`src/design/tks_pkg.sv`:
```
// Package for top_k_smallest_heap: field widths, heap entry type, request codes
// and the command/status structs between controller and datapath.
// No dependencies.
package tks_pkg;

    localparam int SCORE_W   = 32;
    localparam int TAG_W     = 31;
    localparam int CAP_W     = 7;
    localparam int IDX_W     = 6;
    localparam int CAP_RESET = 16;

    localparam logic REQ_OFFER = 1'b0;
    localparam logic REQ_READ  = 1'b1;

    typedef struct packed {
        logic [SCORE_W-1:0] score;
        logic [TAG_W-1:0]   tag;
    } t_entry;

    typedef struct packed {
        logic in_ready;   // idle, take an item beat
        logic rd_slot;    // read the requested slot
        logic rd_root;    // read slot 0
        logic root_take;  // replace root by the offer, start sift at 0
        logic append;     // store offer at the next free slot
        logic hp_step;    // next heapify position
        logic hp_load;    // load the heapify element
        logic sift_l;     // left child step
        logic sift_r;     // right child step
        logic sift_c;     // compare and move step
        logic finish;     // try to load the result register
    } t_cmd;

    typedef struct packed {
        logic in_fire;
        logic in_is_read;
        logic not_full;
        logic fill_last;
        logic root_less;
        logic j_zero;
        logic l_ok;
        logic sc_stop;
        logic out_free;
    } t_stat;

endpackage

```
`src/design/tks_ctrl.sv`:
```
// Controller of top_k_smallest_heap: one-hot sequencer for offer, read,
// heapify and sift-down. Depends on tks_pkg; drives tks_dp through t_cmd.
module tks_ctrl import tks_pkg::*; (
    input  logic  i_clk,
    input  logic  i_rst_n,
    input  t_stat i_stat,
    output t_cmd  o_cmd
);

    typedef enum logic [10:0] {
        S_IDLE    = 11'b000_0000_0001,
        S_RD      = 11'b000_0000_0010,
        S_RT_RD   = 11'b000_0000_0100,
        S_RT_CMP  = 11'b000_0000_1000,
        S_APPEND  = 11'b000_0001_0000,
        S_HP_NEXT = 11'b000_0010_0000,
        S_HP_LOAD = 11'b000_0100_0000,
        S_SL      = 11'b000_1000_0000,
        S_SR      = 11'b001_0000_0000,
        S_SC      = 11'b010_0000_0000,
        S_FINISH  = 11'b100_0000_0000
    } t_state;

    t_state r_state, n_state;
    logic   r_hp, n_hp;
    t_state w_sift_ret;

    assign w_sift_ret = r_hp ? S_HP_NEXT : S_FINISH;

    always_comb begin
        n_state = r_state;
        n_hp    = r_hp;
        o_cmd   = '0;
        unique case (r_state)
            S_IDLE: begin
                o_cmd.in_ready = 1'b1;
                if (i_stat.in_fire) begin
                    priority if (i_stat.in_is_read) n_state = S_RD;
                    else if (i_stat.not_full)       n_state = S_APPEND;
                    else                            n_state = S_RT_RD;
                end
            end
            S_RD: begin
                o_cmd.rd_slot = 1'b1;
                n_state = S_FINISH;
            end
            S_RT_RD: begin
                o_cmd.rd_root = 1'b1;
                n_state = S_RT_CMP;
            end
            S_RT_CMP: begin
                if (i_stat.root_less) begin
                    o_cmd.root_take = 1'b1;
                    n_state = S_SL;
                end else begin
                    n_state = S_FINISH;
                end
            end
            S_APPEND: begin
                o_cmd.append = 1'b1;
                if (i_stat.fill_last) begin
                    n_hp    = 1'b1;
                    n_state = S_HP_NEXT;
                end else begin
                    n_state = S_FINISH;
                end
            end
            S_HP_NEXT: begin
                if (i_stat.j_zero) begin
                    n_hp    = 1'b0;
                    n_state = S_FINISH;
                end else begin
                    o_cmd.hp_step = 1'b1;
                    n_state = S_HP_LOAD;
                end
            end
            S_HP_LOAD: begin
                o_cmd.hp_load = 1'b1;
                n_state = S_SL;
            end
            S_SL: begin
                o_cmd.sift_l = 1'b1;
                n_state = i_stat.l_ok ? S_SR : w_sift_ret;
            end
            S_SR: begin
                o_cmd.sift_r = 1'b1;
                n_state = S_SC;
            end
            S_SC: begin
                o_cmd.sift_c = 1'b1;
                n_state = i_stat.sc_stop ? w_sift_ret : S_SL;
            end
            S_FINISH: begin
                o_cmd.finish = 1'b1;
                if (i_stat.out_free) n_state = S_IDLE;
            end
            default: begin
                n_state = S_IDLE;
                n_hp    = 1'b0;
            end
        endcase
    end

    always_ff @(posedge i_clk) begin
        if (!i_rst_n) begin
            r_state <= S_IDLE;
            r_hp    <= 1'b0;
        end else begin
            r_state <= n_state;
            r_hp    <= n_hp;
        end
    end

endmodule

```
`config.mk`:
```
export PLATFORM = sky130hd
export DESIGN_NAME = tks_ctrl
export DESIGN_NICKNAME = d
export VERILOG_FILES = /design/src/design/tks_pkg.sv /design/src/design/tks_ctrl.sv
export SDC_FILE = /design/constraint.sdc
export NUM_CORES = 1
export LEC_CHECK = 0
export BUFFER_PORTS_ARGS = -buffer_cell sky130_fd_sc_hd__buf_2
export CAP_MARGIN = 20
export CORE_UTILIZATION = 50
export DETAILED_ROUTE_END_ITERATION = 16
export PLACE_DENSITY = 0.77
export SLEW_MARGIN = 5
export SYNTH_ARGS = -nofsm -noshare
export SYNTH_HDL_FRONTEND = slang
export SYNTH_SLANG_ARGS = --single-unit
```
`constraint.sdc`:
```
create_clock -name i_clk -period 4.7 [get_ports i_clk]
set_input_delay 0.235 -clock i_clk [delete_from_list [all_inputs] [get_ports i_clk]]
set_output_delay 0.235 -clock i_clk [all_outputs]
set_load 0.1 [all_outputs]
```
==> results.toml <==
[worst_setup_path]
critPathKind = "flop to output port"
endpoint_kind = "output port"
reg2reg_depth = 5
rr_startpoint = "r_state[5]$_SDFFE_PN0P_"
crit_fanout = 8
cp_data_required_time_ps = 4470
cp_top_family = "simple AND/OR/NAND/NOR gates"
cp_num_buf_inv = 1
slowest_stage = "buf_2"
reg2reg_to = "r_hp$_SDFFE_PN0P_"
crit_arrival_ps = 2200
start_kind = "flop"
rrSetupSlack_ps = 2970
slowest_delay_ps = 510
path_cells = "nor3_2, nand3_1, nor4_1, buf_2"

[placed_design]
place_congestion = 0.848
postPlaceCellArea_um2 = 885
dp_hpwl_um = 1330
placedCellCount = 123
numPortBuffers = 21

[pwr]
powerDensity_nw_per_um2 = 273
switching_share_pct = 32.3
leakagePower_nw = 0.390
internal_power_uw = 170
pwr-share-comb_pct = 22.7
ir_worst_vdd_v = 0.000168
switching_power_uw = 81.1
power_frac_clock_pct = 33.8
seqPwrFrac_pct = 43.5

[logic_synthesis]
synth_top_cell_area_share_pct = 30.9
synth_top_cell_by_area = "dfxtp_1"
syn-num-nets = 101
synth.area.top_cells = "dfxtp_1 (31%), nor2_1 (4.8%), and4_1 (3.4%)"
yosysSeqAreaShare_pct = 30.9
syn_area_um2 = 777
ys_ff_latch = 12
synth_warnings = 0
avgSynthCellArea_um2 = 8.63
ys_types = 39
syn_inst = 90

[worst_hold_path]
hold_depth = 2
min_to = "r_state[2]$_SDFFE_PN0P_"
hold_start = "i_stat[6]"
hold_class = "primary input to flop"

[grt]
grt_util_all_layers_pct = 20.6
grt_pass1_vias = 629
grt_pass1_wl_um = 2740
antenna_found_initial = 0
grt_max_degree = 12
gr-total-overflow = 0

[clock_tree]
cts_buffers = 3
cts_resized = 0
clockBufferDepth = 2
root_buffer = "clkbuf_4"
clkLatencyLatePin_ps = 290
path_clk_slew_ps = 70
cts_tree = "built"
cts_sinks = 12
htreeDepth = 1
ctsHoldBuffers = 0
postCtsSetupBuffers = 0

[finish]
diodes = 0
fin_util_pct = 67.4
fin_nets = 124
instances_no_fill = 127
final_area_um2 = 921
syn_to_final_growth_pct = 18.5
layout-drive-gt1-share_pct = 28.6

[die]
start_util_pct = 56.9
pin_count = 22
die_h_um = 41.4
row_count = 13
design.core.area_um2 = 1370
fp.dieArea_um2 = 1720
die_w_um = 41.4

[route]
wire_per_inst_um = 13.3
vias_per_cell = 5.98
post-route-drc-count = 0
drt_iter0_markers = 25
wl_um = 1690
routed-via-count = 759
firstDrtPassIters = 4
antenna_left = 0

[sta]
fin_crit_ps = 2430
clock_skew_ps = 8.91
setup-tns-final_ps = 0
fmax_ghz = 0.411
tightest_slew_ps = 493
slew-limit-headroom_pct = 67.4
finalHoldViolCount = 0
setup_viol = 0
period_share_pct = 51.8
rsz0062_at_grt = "false"
maxSlewViolCount = 0
fin_hold_ws_ps = 117

[status]
outcome = "complete, no violations"

[job]
maxCapViolations = 0
-- flip-flops by register name (all words and copies together), names as in the netlist --
name     count
r_state     11
r_hp         1
-- power by group through the flow --
stage	registers [mW]	clock network, mW	logic [mW]
finish	0.109	0.0848	0.0570
detailed placement	0.112	0	0.0570
global placement	0.112	0	0.0568
floorplan	0.110	0	0.0456
global route	0.110	0.0908	0.0616
CTS	0.109	0.0877	0.0571
-- cells in the final DEF, fill, tap and decap left out, drive strengths merged, types with 2 or more instances in the layout --
| master | instances |
|---|---|
| buf | 21 |
| dfxtp | 12 |
| nor2 | 10 |
| nand2 | 5 |
| nand3 | 5 |
| nor2b | 4 |
| inv | 4 |
| o21ai | 4 |
| nor3 | 4 |
| nor4 | 4 |
| clkbuf | 4 |
| nor4b | 4 |
| and4 | 3 |
| and2 | 3 |
| o211ai | 3 |
| nor3b | 2 |
| nand2b | 2 |
| nand3b | 2 |
| xor2 | 2 |
-- cells in the mapped netlist --
cell / instances
and4_1: 3
nor3_1: 3
nand3b_1: 2
buf_2: 1
nor2b_1: 4
a41oi_1: 1
mux2i_1: 1
nor2_1: 10
a21oi_1: 1
xor2_1: 2
a22oi_1: 1
nor4_4: 1
a21boi_1: 1
and2_1: 3
and3_1: 1
nand2_1: 5
nor4_1: 3
and2b_2: 1
a211oi_1: 1
or3b_2: 1
nor3_2: 1
inv_1: 4
nor4b_4: 1
dfxtp_1: 12
nand2b_1: 2
nor3b_1: 2
nor4b_1: 2
a311o_1: 1
clkbuf_1: 1
o2111ai_1: 1
o41a_1: 1
nand3_4: 1
o31a_1: 1
nand3_1: 4
o211ai_1: 3
buf_4: 1
o21ai_0: 4
o311ai_1: 1
nor4b_2: 1
-- metal layers --
layer  global-route usage [%]  vias up  part of all wire, %  routed length [um]
li1                         -      383                    -                   -
met1                     26.5      343                   45                 759
met2                     30.0       28                   47                 800
met3                     8.26        5                  5.9                 100
met4                     9.68        0                  1.7                  28
met5                        0        -                    0                   0
-- worst reg2reg max path: cells and delay by family (launching register included) --
kind	cells	cell delay, ps
compound gates	2	530
flops	1	400
mux	1	210
simple gates	2	530
-- how the worst max path moves through the flow --
stage	start	end	slack [ps]	depth (start not counted)
global placement	r_state[5]$_SDFFE_PN0P_	o_cmd[8]	2630	4
detailed placement	r_state[5]$_SDFFE_PN0P_	o_cmd[8]	2600	4
CTS	r_state[5]$_SDFFE_PN0P_	o_cmd[7]	2280	4
finish	r_state[5]$_SDFFE_PN0P_	o_cmd[7]	2270	4
floorplan	r_state[10]$_SDFFE_PN0P_	r_state[3]$_SDFFE_PN0P_	230	5
global route	r_state[5]$_SDFFE_PN0P_	o_cmd[7]	2070	4
-- area by class of cell --
type,count,area (um2)
clock buffer,4,36.3
fill,126,445
inverter,4,15.0
multi-input combinational,71,505
sequential,12,240
tap,15,18.8
timing repair buffer,21,105
-- cells by family (layout without fill, tap and decap cells) --
logic type	Yosys count	in the layout	share of synthesized area, %
simple gates	51	51	45.2
compound gates	17	17	16.3
flops	12	12	30.9
buf+inv	7	29	4.02
xor+xnor	2	2	2.25
mux	1	1	1.29
-- metrics by stage --
stage	power (mW)	setup WS (ps)
6_report	0.251	2270
5_1_grt	0.262	2070
4_1_cts	0.254	2280
3_5_place_dp	0.169	2600
2_1_floorplan	0.156	225
3_3_place_gp	0.168	2630
Power figures use the tool's default switching activity.
